==> config.mk <==
export PLATFORM = sky130hd
export DESIGN_NAME = uuencode_line_encoder_flat
export DESIGN_NICKNAME = d
export VERILOG_FILES = /design/src/rtl/core/ule_pkg.sv /design/src/rtl/core/ule_intf.sv /design/src/rtl/core/ule_ram.sv /design/src/rtl/core/ule_front.sv /design/src/rtl/core/ule_cmd_fifo.sv /design/src/rtl/core/ule_back.sv /design/src/rtl/core/uuencode_line_encoder.sv /design/src/flat_wrapper.sv
export SDC_FILE = /design/constraint.sdc
export NUM_CORES = 1
export LEC_CHECK = 0
export ABC_AREA = 1
export ABC_CLOCK_PERIOD_IN_PS = 3600
export BUFFER_PORTS_ARGS = -buffer_cell sky130_fd_sc_hd__buf_4
export CORE_MARGIN = 10
export CORE_UTILIZATION = 35
export CTS_CLUSTER_DIAMETER = 200
export DETAILED_ROUTE_END_ITERATION = 8
export SYNTH_ARGS = -nofsm -noshare
export SYNTH_HDL_FRONTEND = slang
export SYNTH_HIERARCHICAL = 1
export SYNTH_SLANG_ARGS = --single-unit
==> constraint.sdc <==
create_clock -name clk -period 3.6 [get_ports clk]
set_input_delay 0.72 -clock clk [delete_from_list [all_inputs] [get_ports clk]]
set_output_delay 0.72 -clock clk [all_outputs]
set_load 0.005 [all_outputs]
==> src/rtl/core/ule_pkg.sv <==
// ============================================================================
// ule_pkg: shared types and constants for the uuencode line encoder
// Command format between front and back, back sequencer states, character map.
// ============================================================================
`default_nettype none

package ule_pkg;

    // Default line length in bytes
    localparam int unsigned LINE_BYTES_DEF = 45;

    // Width of the fill count and the line length field
    localparam int unsigned LEN_W = 6;

    localparam logic [6:0] CHAR_NEWLINE  = 7'h0A;
    localparam logic [6:0] CHAR_BACKTICK = 7'h60;
    localparam logic [6:0] CHAR_BASE     = 7'h20;

    // One command per input item that produces text
    typedef struct packed {
        logic             has_line;
        logic [LEN_W-1:0] len;
        logic             bank;
        logic             has_term;
    } cmd_t;

    typedef struct packed {
        logic full;
        logic empty;
    } fifo_stat_t;

    typedef enum logic [2:0] {
        S_IDLE,
        S_LEN,
        S_FETCH,
        S_CHAR,
        S_NL,
        S_TICK,
        S_TNL
    } back_state_t;

    function automatic logic [6:0] map_char(input logic [5:0] v);
        logic [6:0] c;
        if (v == 6'd0)
            c = CHAR_BACKTICK;
        else
            c = CHAR_BASE + {1'b0, v};
        return c;
    endfunction

endpackage

`default_nettype wire

==> src/rtl/core/ule_intf.sv <==
// ============================================================================
// ule_intf: stream channels of the uuencode line encoder
// Raw byte channel in, text character channel out, both valid/ready.
// ============================================================================
`default_nettype none

interface ule_byte_if;
    logic       valid;
    logic       ready;
    logic [7:0] data_byte;
    logic       byte_valid;
    logic       end_of_data;

    modport source (output valid, output data_byte, output byte_valid,
                    output end_of_data, input ready);
    modport sink   (input valid, input data_byte, input byte_valid,
                    input end_of_data, output ready);
endinterface

interface ule_char_if;
    logic       valid;
    logic       ready;
    logic [6:0] out_char;
    logic       last_of_run;

    modport source (output valid, output out_char, output last_of_run, input ready);
    modport sink   (input valid, input out_char, input last_of_run, output ready);
endinterface

`default_nettype wire

==> src/rtl/core/ule_ram.sv <==
// ============================================================================
// ule_ram: generic simple dual-port RAM
// One write port, one read port with registered read data.
// ============================================================================
`default_nettype none

module ule_ram #(
    parameter int unsigned WIDTH = 8,
    parameter int unsigned DEPTH = 128
) (
    input  wire logic                     clk,
    input  wire logic                     we,
    input  wire logic [$clog2(DEPTH)-1:0] waddr,
    input  wire logic [WIDTH-1:0]         wdata,
    input  wire logic                     re,
    input  wire logic [$clog2(DEPTH)-1:0] raddr,
    output logic      [WIDTH-1:0]         rdata
);

    logic [WIDTH-1:0] mem_reg [DEPTH];
    logic [WIDTH-1:0] rdata_reg;

    always_ff @(posedge clk)
    begin
        if (we)
        begin
            mem_reg[waddr] <= wdata;
        end
        if (re)
        begin
            rdata_reg <= mem_reg[raddr];
        end
    end

    assign rdata = rdata_reg;

endmodule

`default_nettype wire

==> src/rtl/core/ule_front.sv <==
// ============================================================================
// ule_front: byte intake and line bookkeeping
// Stores bytes into the current bank, counts the fill and issues commands.
// ============================================================================
`default_nettype none

module ule_front import ule_pkg::*; #(
    parameter int unsigned LINE_BYTES = LINE_BYTES_DEF,
    parameter int unsigned IDX_W      = $clog2(LINE_BYTES)
) (
    input  wire logic       clk,
    input  wire logic       rst_n,
    ule_byte_if.sink        byte_ch,
    input  wire fifo_stat_t stat,
    output logic            push,
    output cmd_t            cmd,
    output logic            we,
    output logic [IDX_W:0]  waddr,
    output logic [7:0]      wdata
);

    logic [LEN_W-1:0] fill_reg, fill_next;
    logic             bank_reg, bank_next;
    logic             accept;
    logic [LEN_W-1:0] fill_inc;
    logic             line_full;
    logic             has_line;

    assign byte_ch.ready = !stat.full;
    assign accept        = byte_ch.valid && byte_ch.ready;

    assign we    = accept && byte_ch.byte_valid;
    assign waddr = {bank_reg, fill_reg[IDX_W-1:0]};
    assign wdata = byte_ch.data_byte;

    always_comb
    begin
        fill_inc  = byte_ch.byte_valid ? fill_reg + LEN_W'(1) : fill_reg;
        line_full = byte_ch.byte_valid && (fill_inc == LEN_W'(LINE_BYTES));
        has_line  = line_full || (byte_ch.end_of_data && (fill_inc != '0));

        cmd.has_line = has_line;
        cmd.len      = fill_inc;
        cmd.bank     = bank_reg;
        cmd.has_term = byte_ch.end_of_data;

        push      = accept && (has_line || byte_ch.end_of_data);
        fill_next = fill_reg;
        bank_next = bank_reg;
        if (accept)
        begin
            // a line emitted hands its bank to the back; switch to the other one
            fill_next = has_line ? '0 : fill_inc;
            bank_next = bank_reg ^ has_line;
        end
    end

    always_ff @(posedge clk or negedge rst_n)
    begin
        if (!rst_n)
        begin
            fill_reg <= '0;
            bank_reg <= 1'b0;
        end
        else
        begin
            fill_reg <= fill_next;
            bank_reg <= bank_next;
        end
    end

    a_fill_below_line: assert property (@(posedge clk) disable iff (!rst_n)
        fill_reg < LEN_W'(LINE_BYTES))
        else $error("fill count reached a full line without emitting it");

    a_push_has_room: assert property (@(posedge clk) disable iff (!rst_n)
        push |-> !stat.full)
        else $error("command pushed into a full queue");

endmodule

`default_nettype wire

==> src/rtl/core/ule_cmd_fifo.sv <==
// ============================================================================
// ule_cmd_fifo: two-entry command queue between front and back
// The head stays in place until the back has finished the command.
// ============================================================================
`default_nettype none

module ule_cmd_fifo import ule_pkg::*; (
    input  wire logic clk,
    input  wire logic rst_n,
    input  wire logic push,
    input  wire cmd_t push_cmd,
    input  wire logic pop,
    output cmd_t      head,
    output fifo_stat_t stat
);

    cmd_t       entry_reg [2];
    logic       wr_ptr_reg, wr_ptr_next;
    logic       rd_ptr_reg, rd_ptr_next;
    logic [1:0] count_reg, count_next;

    assign head       = entry_reg[rd_ptr_reg];
    assign stat.full  = (count_reg == 2'd2);
    assign stat.empty = (count_reg == 2'd0);

    always_comb
    begin
        wr_ptr_next = wr_ptr_reg ^ push;
        rd_ptr_next = rd_ptr_reg ^ pop;
        count_next  = count_reg + {1'b0, push} - {1'b0, pop};
    end

    always_ff @(posedge clk)
    begin
        if (push)
        begin
            entry_reg[wr_ptr_reg] <= push_cmd;
        end
    end

    always_ff @(posedge clk or negedge rst_n)
    begin
        if (!rst_n)
        begin
            wr_ptr_reg <= 1'b0;
            rd_ptr_reg <= 1'b0;
            count_reg  <= 2'd0;
        end
        else
        begin
            wr_ptr_reg <= wr_ptr_next;
            rd_ptr_reg <= rd_ptr_next;
            count_reg  <= count_next;
        end
    end

endmodule

`default_nettype wire

==> src/rtl/core/ule_back.sv <==
// ============================================================================
// ule_back: text generator
// Walks one command: length char, byte groups as 6-bit chars and newline for a line, then any terminator.
// ============================================================================
`default_nettype none

module ule_back import ule_pkg::*; #(
    parameter int unsigned IDX_W = $clog2(LINE_BYTES_DEF)
) (
    input  wire logic             clk,
    input  wire logic             rst_n,
    input  wire cmd_t             head,
    input  wire fifo_stat_t       stat,
    output logic                  pop,
    output logic                  rd_en,
    output logic [IDX_W:0]        rd_addr,
    input  wire logic [7:0]       rd_data,
    ule_char_if.source            char_ch
);

    back_state_t      state_reg, state_next;
    logic [LEN_W-1:0] pos_reg, pos_next;
    logic [1:0]       fk_reg, fk_next;
    logic [1:0]       ci_reg, ci_next;
    logic [23:0]      grp_reg, grp_next;
    logic             pend_reg;
    logic             out_valid_reg, out_valid_next;
    logic [6:0]       out_char_reg;
    logic             out_last_reg;

    logic             can_emit;
    logic             emit;
    logic [6:0]       emit_char;
    logic             emit_last;
    logic [LEN_W:0]   rd_pos;
    logic [LEN_W:0]   pos_plus3;
    logic             group_end;
    logic [5:0]       sixbit;

    assign can_emit  = !out_valid_reg || char_ch.ready;
    assign rd_pos    = {1'b0, pos_reg} + {{(LEN_W-1){1'b0}}, fk_reg};
    assign pos_plus3 = {1'b0, pos_reg} + (LEN_W+1)'(3);
    assign group_end = (pos_plus3 >= {1'b0, head.len});
    assign rd_addr   = {head.bank, rd_pos[IDX_W-1:0]};

    always_comb
    begin
        case (ci_reg)
            2'd0:    sixbit = grp_reg[23:18];
            2'd1:    sixbit = grp_reg[17:12];
            2'd2:    sixbit = grp_reg[11:6];
            default: sixbit = grp_reg[5:0];
        endcase
    end

    // next state
    always_comb
    begin
        state_next = state_reg;
        case (state_reg)
            S_IDLE:
            begin
                if (!stat.empty)
                    state_next = head.has_line ? S_LEN : S_TICK;
            end
            S_LEN:
            begin
                if (can_emit)
                    state_next = S_FETCH;
            end
            S_FETCH:
            begin
                if (fk_reg == 2'd3)
                    state_next = S_CHAR;
            end
            S_CHAR:
            begin
                if (can_emit && (ci_reg == 2'd3))
                    state_next = group_end ? S_NL : S_FETCH;
            end
            S_NL:
            begin
                if (can_emit)
                    state_next = head.has_term ? S_TICK : S_IDLE;
            end
            S_TICK:
            begin
                if (can_emit)
                    state_next = S_TNL;
            end
            S_TNL:
            begin
                if (can_emit)
                    state_next = S_IDLE;
            end
            default: state_next = S_IDLE;
        endcase
    end

    // outputs
    always_comb
    begin
        emit      = 1'b0;
        emit_char = CHAR_NEWLINE;
        emit_last = 1'b0;
        pop       = 1'b0;
        rd_en     = 1'b0;
        case (state_reg)
            S_LEN:
            begin
                emit      = can_emit;
                emit_char = map_char(head.len);
            end
            S_FETCH:
            begin
                // bytes past the line end read as zero padding
                rd_en = (fk_reg != 2'd3) && (rd_pos < {1'b0, head.len});
            end
            S_CHAR:
            begin
                emit      = can_emit;
                emit_char = map_char(sixbit);
            end
            S_NL:
            begin
                emit      = can_emit;
                emit_char = CHAR_NEWLINE;
                emit_last = !head.has_term;
                pop       = can_emit && !head.has_term;
            end
            S_TICK:
            begin
                emit      = can_emit;
                emit_char = CHAR_BACKTICK;
            end
            S_TNL:
            begin
                emit      = can_emit;
                emit_char = CHAR_NEWLINE;
                emit_last = 1'b1;
                pop       = can_emit;
            end
            default:
            begin
                emit = 1'b0;
            end
        endcase
    end

    // group datapath
    always_comb
    begin
        pos_next = pos_reg;
        fk_next  = fk_reg;
        ci_next  = ci_reg;
        grp_next = grp_reg;
        case (state_reg)
            S_LEN:
            begin
                pos_next = '0;
                fk_next  = 2'd0;
            end
            S_FETCH:
            begin
                fk_next = fk_reg + 2'd1;
                ci_next = 2'd0;
                // read data arrives in the cycle after its address
                if (fk_reg != 2'd0)
                    grp_next = {grp_reg[15:0], pend_reg ? rd_data : 8'h00};
            end
            S_CHAR:
            begin
                if (can_emit)
                begin
                    ci_next = ci_reg + 2'd1;
                    if (ci_reg == 2'd3)
                    begin
                        pos_next = pos_plus3[LEN_W-1:0];
                        fk_next  = 2'd0;
                    end
                end
            end
            default:
            begin
                pos_next = pos_reg;
            end
        endcase
        out_valid_next = emit || (out_valid_reg && !char_ch.ready);
    end

    always_ff @(posedge clk or negedge rst_n)
    begin
        if (!rst_n)
        begin
            state_reg     <= S_IDLE;
            pos_reg       <= '0;
            fk_reg        <= 2'd0;
            ci_reg        <= 2'd0;
            pend_reg      <= 1'b0;
            out_valid_reg <= 1'b0;
        end
        else
        begin
            state_reg     <= state_next;
            pos_reg       <= pos_next;
            fk_reg        <= fk_next;
            ci_reg        <= ci_next;
            pend_reg      <= rd_en;
            out_valid_reg <= out_valid_next;
        end
    end

    always_ff @(posedge clk)
    begin
        grp_reg <= grp_next;
        if (emit)
        begin
            out_char_reg <= emit_char;
            out_last_reg <= emit_last;
        end
    end

    assign char_ch.valid       = out_valid_reg;
    assign char_ch.out_char    = out_char_reg;
    assign char_ch.last_of_run = out_last_reg;

    a_pop_nonempty: assert property (@(posedge clk) disable iff (!rst_n)
        pop |-> !stat.empty)
        else $error("command popped from an empty queue");

    a_last_ends_cmd: assert property (@(posedge clk) disable iff (!rst_n)
        (emit && emit_last) |-> pop)
        else $error("final character sent without retiring its command");

    a_fetch_has_line: assert property (@(posedge clk) disable iff (!rst_n)
        (state_reg == S_FETCH) |-> (!stat.empty && head.has_line))
        else $error("byte fetch without a pending line");

endmodule

`default_nettype wire

==> src/rtl/core/uuencode_line_encoder.sv <==
// ============================================================================
// uuencode_line_encoder: streaming uuencode of raw bytes into text lines
// Top level: front intake, command queue, line RAM and text generator.
// ============================================================================
// Bytes enter on byte_ch one beat at a time and are stored in one of two
// line banks; a full line, or end_of_data, queues a command and the back end
// turns it into characters on char_ch, one beat per character, with
// last_of_run marking the final character of each input beat. Input beats
// are accepted while the two-entry command queue has room, so one line can
// be filled while the previous one is sent. The back end picks up each
// command from its idle state, sends the length character, then for each
// group of three bytes fetches the bytes through the single RAM read port
// and sends four characters, then the newline; a terminator adds a
// backtick and a newline.
`default_nettype none

module uuencode_line_encoder import ule_pkg::*; #(
    parameter int unsigned LINE_BYTES = LINE_BYTES_DEF
) (
    input  wire logic  clk,
    input  wire logic  rst_n,
    ule_byte_if.sink   byte_ch,
    ule_char_if.source char_ch
);

    localparam int unsigned IDX_W     = $clog2(LINE_BYTES);
    localparam int unsigned RAM_DEPTH = 2 * (2 ** IDX_W);

    logic            push;
    cmd_t            push_cmd;
    logic            pop;
    cmd_t            head;
    fifo_stat_t      stat;
    logic            we;
    logic [IDX_W:0]  waddr;
    logic [7:0]      wdata;
    logic            rd_en;
    logic [IDX_W:0]  rd_addr;
    logic [7:0]      rd_data;

    ule_front #(
        .LINE_BYTES (LINE_BYTES),
        .IDX_W      (IDX_W)
    ) u_front (
        .clk     (clk),
        .rst_n   (rst_n),
        .byte_ch (byte_ch),
        .stat    (stat),
        .push    (push),
        .cmd     (push_cmd),
        .we      (we),
        .waddr   (waddr),
        .wdata   (wdata)
    );

    ule_cmd_fifo u_fifo (
        .clk      (clk),
        .rst_n    (rst_n),
        .push     (push),
        .push_cmd (push_cmd),
        .pop      (pop),
        .head     (head),
        .stat     (stat)
    );

    ule_ram #(
        .WIDTH (8),
        .DEPTH (RAM_DEPTH)
    ) u_line_ram (
        .clk   (clk),
        .we    (we),
        .waddr (waddr),
        .wdata (wdata),
        .re    (rd_en),
        .raddr (rd_addr),
        .rdata (rd_data)
    );

    ule_back #(
        .IDX_W (IDX_W)
    ) u_back (
        .clk     (clk),
        .rst_n   (rst_n),
        .head    (head),
        .stat    (stat),
        .pop     (pop),
        .rd_en   (rd_en),
        .rd_addr (rd_addr),
        .rd_data (rd_data),
        .char_ch (char_ch)
    );

endmodule

`default_nettype wire

==> src/flat_wrapper.sv <==
// flat-port wrapper written by rule: the top's interface ports become plain ports
module uuencode_line_encoder_flat import ule_pkg::*;
#(
    parameter int unsigned LINE_BYTES = LINE_BYTES_DEF
)
  (clk, rst_n, byte_ch_valid, byte_ch_data_byte, byte_ch_byte_valid, byte_ch_end_of_data, byte_ch_ready, char_ch_valid, char_ch_out_char, char_ch_last_of_run, char_ch_ready);
  ule_byte_if byte_ch_i ();
  ule_char_if char_ch_i ();
  input  wire logic clk;
  input  wire logic rst_n;
  input wire logic [$bits(byte_ch_i.valid)-1:0] byte_ch_valid;
  input wire logic [$bits(byte_ch_i.data_byte)-1:0] byte_ch_data_byte;
  input wire logic [$bits(byte_ch_i.byte_valid)-1:0] byte_ch_byte_valid;
  input wire logic [$bits(byte_ch_i.end_of_data)-1:0] byte_ch_end_of_data;
  output wire logic [$bits(byte_ch_i.ready)-1:0] byte_ch_ready;
  output wire logic [$bits(char_ch_i.valid)-1:0] char_ch_valid;
  output wire logic [$bits(char_ch_i.out_char)-1:0] char_ch_out_char;
  output wire logic [$bits(char_ch_i.last_of_run)-1:0] char_ch_last_of_run;
  input wire logic [$bits(char_ch_i.ready)-1:0] char_ch_ready;
  assign byte_ch_i.valid = byte_ch_valid;
  assign byte_ch_i.data_byte = byte_ch_data_byte;
  assign byte_ch_i.byte_valid = byte_ch_byte_valid;
  assign byte_ch_i.end_of_data = byte_ch_end_of_data;
  assign byte_ch_ready = byte_ch_i.ready;
  assign char_ch_valid = char_ch_i.valid;
  assign char_ch_out_char = char_ch_i.out_char;
  assign char_ch_last_of_run = char_ch_i.last_of_run;
  assign char_ch_i.ready = char_ch_ready;
  uuencode_line_encoder #(.LINE_BYTES(LINE_BYTES)) u_core (.clk(clk), .rst_n(rst_n), .byte_ch(byte_ch_i), .char_ch(char_ch_i));
endmodule
==> flow_summary.json <==
{
  "grt.overflow.total": 0,
  "grt_pass1_vias": 29590,
  "coreArea_mm2": 0.1316,
  "worst_path_most_repeated_cell": "nand2_1",
  "grt_antenna_before_repair": 2,
  "clkTransAtPathRegs_ps": 60,
  "syn_area_mm2": 0.04638,
  "cp_num_cells": 13,
  "clock_skew_ps": 31.72,
  "root_buffer": "clkbuf_16",
  "fin_cells": 5934,
  "drv_cap": 0,
  "drtIter0Drc": 3265,
  "period_needed_ps": 3343,
  "worstMarginPinSlew_ps": 978.0,
  "rrSetupSlack_ps": 260,
  "final_util_pct": 39.94,
  "layout.nets": 4129,
  "ys_seq_elements": 1108,
  "rsz0062_at_grt": "false",
  "holdPathStages": 1,
  "detail-route-antenna-nets": 0,
  "io_buffers": 23,
  "h-tree-depth": 3,
  "critPathMaxStageDelay_ps": 840,
  "cp_slowest_cell": "fa_4",
  "cts-buffers-inserted": 113,
  "initial_utilization_pct": 35.24,
  "area.sequential_mm2": 0.03314,
  "hp-class": "in -> reg",
  "tns_ps": 0,
  "postSynthNetCount": 4063,
  "crit_chain": "ha_4 > fa_4 > buf_12 > buf_12 > nand3_1 > nand3_1 > nand3_1 > nand2_1 > nand2_1 > nand3_1 > nand2_1 > nand2_1 > nand2_1",
  "final_layout_size_suffix_gt1_share_pct": 9.308,
  "power_density_mw_per_mm2": 658.0,
  "cts_tree": "built",
  "cp.arrival_ps": 3830,
  "internal_power_mw": 23.27,
  "crit_path_end_kind": "flop",
  "rows": 133,
  "synthArstFlopShare_pct": 2.347,
  "post_cts_buffers": 0,
  "grt_pass1_wl_mm": 188.5,
  "cp_num_buf_inv": 2,
  "ir_worst_vdd_uv": 454.0,
  "avgViaCountPerCell": 5.147,
  "seqPwrFrac_pct": 42.9,
  "path_class": "reg -> reg",
  "grt_max_degree": 163,
  "dr.pass1.iters": 6,
  "drcViolationCount": 0,
  "gp_routability_congestion": 0.8422,
  "die_w_um": 384.0,
  "slew-limit-headroom_pct": 34.80,
  "syn_inst": 4023,
  "setup_viol": 0,
  "clkLatencyLatePin_ps": 730,
  "cts.path.max_buffers": 3,
  "fill_cells": 12320,
  "maxSlewViolCount": 0,
  "synth_edf_count": 1082,
  "dp.cells": 5728,
  "die_y_um": 384.0,
  "antenna_cells": 0,
  "start_kind": "flop",
  "vias": 30540,
  "wl_per_cell_um": 20.80,
  "power_switching_mw": 11.32,
  "critPathMaxFanout": 67,
  "wl_mm": 123.4,
  "critical-path-top-delay-family": "adder cells",
  "dpl.hpwl_mm": 73.22,
  "die_area_mm2": 0.1475,
  "syn_area_per_cell_um2": 11.53,
  "max_freq_mhz": 299.1,
  "synthFlopType": "edfxtp_1",
  "total_power_mw": 34.59,
  "clockPowerShare_pct": 32.2,
  "comb_power_share_pct": 24.9,
  "multiInputGateArea_mm2": 0.01146,
  "seq_area_frac_synth_pct": 71.45,
  "synth_warnings": 6,
  "leakagePower_nw": 18.84,
  "period_share_pct": 92.87,
  "gr-usage-all-layers_pct": 16.43,
  "pin_count": 24,
  "outcome": "finished, final reports clean",
  "switching_share_pct": 32.72,
  "ys_types": 44,
  "synthToLayoutAreaGrowth_pct": 13.35,
  "cts.sinks": 1108,
  "ff2ff_path_depth": 13,
  "largest_reg_flops": 1024,
  "worstPathRequired_ps": 4080,
  "hold_viol": 0
}
[routing by layer]
metal | GRT usage, % | part of all wire (%) | wire length, um
met3 | 2.508 | 7.4 | 9139
met1 | 23.09 | 43 | 52810
met4 | 5.374 | 2.9 | 3567
met5 | 0 | 0 | 0
met2 | 25.95 | 47 | 57920
[power by group through the flow]
stage	Sequential, mW	Combinational [mW]	Clock (mW)
2_1_floorplan	15.0	6.02	0
3_5_place_dp	15.1	8.59	0
5_1_grt	14.9	9.54	11.9
4_1_cts	14.8	8.63	11.3
6_report	14.8	8.63	11.1
3_3_place_gp	15.1	8.55	0
[area by class of cell]
type                    instances  area share [%]
flip-flops and latches       1108           63.04
multi-input cells            2563           21.79
clock buffers                 152           5.814
well taps                    1755           4.177
inverters                     103          0.7854
repair buffers                200           3.610
clock inverters                53          0.7830
[worst register-to-register path, cell delays in order, from the launching register on]
cell     delay [ps]
dfrtp_1         430
ha_4            190
fa_4            840
buf_12          250
buf_12          330
nand3_1         220
nand3_1         130
nand3_1         110
nand2_1         160
nand2_1          80
nand3_1         160
nand2_1          90
nand2_1          60
nand2_1          50
[synth_stat cells, types with 2 or more instances]
library cell | count | share of area, %
a21oi_1 | 6 | 0.065
buf_1 | 14 | 0.11
buf_2 | 123 | 1.3
buf_4 | 53 | 0.86
buf_6 | 23 | 0.56
clkbuf_1 | 35 | 0.28
clkinv_1 | 2 | 0.016
dfrtp_1 | 26 | 1.4
edfxtp_1 | 1082 | 70
ha_1 | 25 | 0.67
inv_1 | 91 | 0.74
inv_2 | 9 | 0.073
nand2_1 | 1328 | 11
nand2_2 | 7 | 0.094
nand2_4 | 2 | 0.049
nand3_1 | 953 | 10
nand3_2 | 3 | 0.065
nand3b_1 | 2 | 0.032
nand4_1 | 6 | 0.081
nor2_1 | 153 | 1.2
nor2_2 | 5 | 0.067
nor2_4 | 2 | 0.049
nor3_1 | 10 | 0.11
o21ai_0 | 18 | 0.19
o21ai_1 | 6 | 0.065
o21ai_2 | 3 | 0.057
o221ai_1 | 2 | 0.038
o22ai_1 | 9 | 0.12
or2_2 | 3 | 0.040
xor2_1 | 8 | 0.15
[cell usage in the layout, fill, tap and decap left out, types with 3 or more instances in the layout]
master and n:
nand2_1 1328, edfxtp_1 1082, nand3_1 953, buf_4 164, nor2_1 152, clkbuf_16 115, inv_1 90, clkbuf_1 33
clkinv_1 31, buf_12 30, dfrtp_1 26, ha_1 24, o21ai_0 18, clkinv_2 14, nor3_1 10, o22ai_1 9
inv_2 8, nand2_2 7, a21oi_1 6, nor2_2 6, nand4_1 6, o21ai_1 6, bufinv_16 5, buf_6 5
clkbuf_8 4, xor2_1 4, xor2_4 3, or2_2 3, o21ai_2 3, nand3_2 3
[repair_timing]
action,4_1_cts,5_1_grt
hold buffers,1,0
hold endpoints to repair,26,0
endpoints found under the setup margin,0,0
resized for setup,0,0
[metrics by stage]
stage               setup WS [ps]  hold slack (ps)  area, um2
global placement            293.2            433.1      49090
CTS                         280.6            151.9      52570
global route                151.0            181.8      52570
finish                      256.6            197.4      52570
detailed placement          300.6            434.9      49090
floorplan                   801.1            418.3      46380
[kinds of logic (layout without fill, tap and decap cells)]
group | after synthesis | after routing | share of synthesized area, %
AND/OR/NAND/NOR | 2478 | 2478 | 22.97
flip-flops | 1108 | 1108 | 71.45
buffers and inverters | 352 | 508 | 4.033
AO/OA/AOI/OAI | 50 | 50 | 0.6583
adder cells (fa/ha/maj) | 26 | 26 | 0.7176
XOR/XNOR | 9 | 9 | 0.1700
[path summary, 6_finish.rpt]
path	start	endpoint
setup / recovery	u_core/u_back/pos_reg[0]	u_core/u_line_ram/rdata[5]
hold / removal	byte_ch_end_of_data	u_core/u_fifo/entry_reg[1][0]
setup reg to reg	u_core/u_back/pos_reg[0]	u_core/u_line_ram/rdata[5]
hold reg to reg	u_core/u_back/grp_reg[12]	u_core/u_back/grp_reg[20]
max in group asynchronous	rst_n	u_core/u_back/ci_reg[0]
min in group asynchronous	rst_n	u_core/u_fifo/count_reg[1]
(Power assumes the default switching activity.)
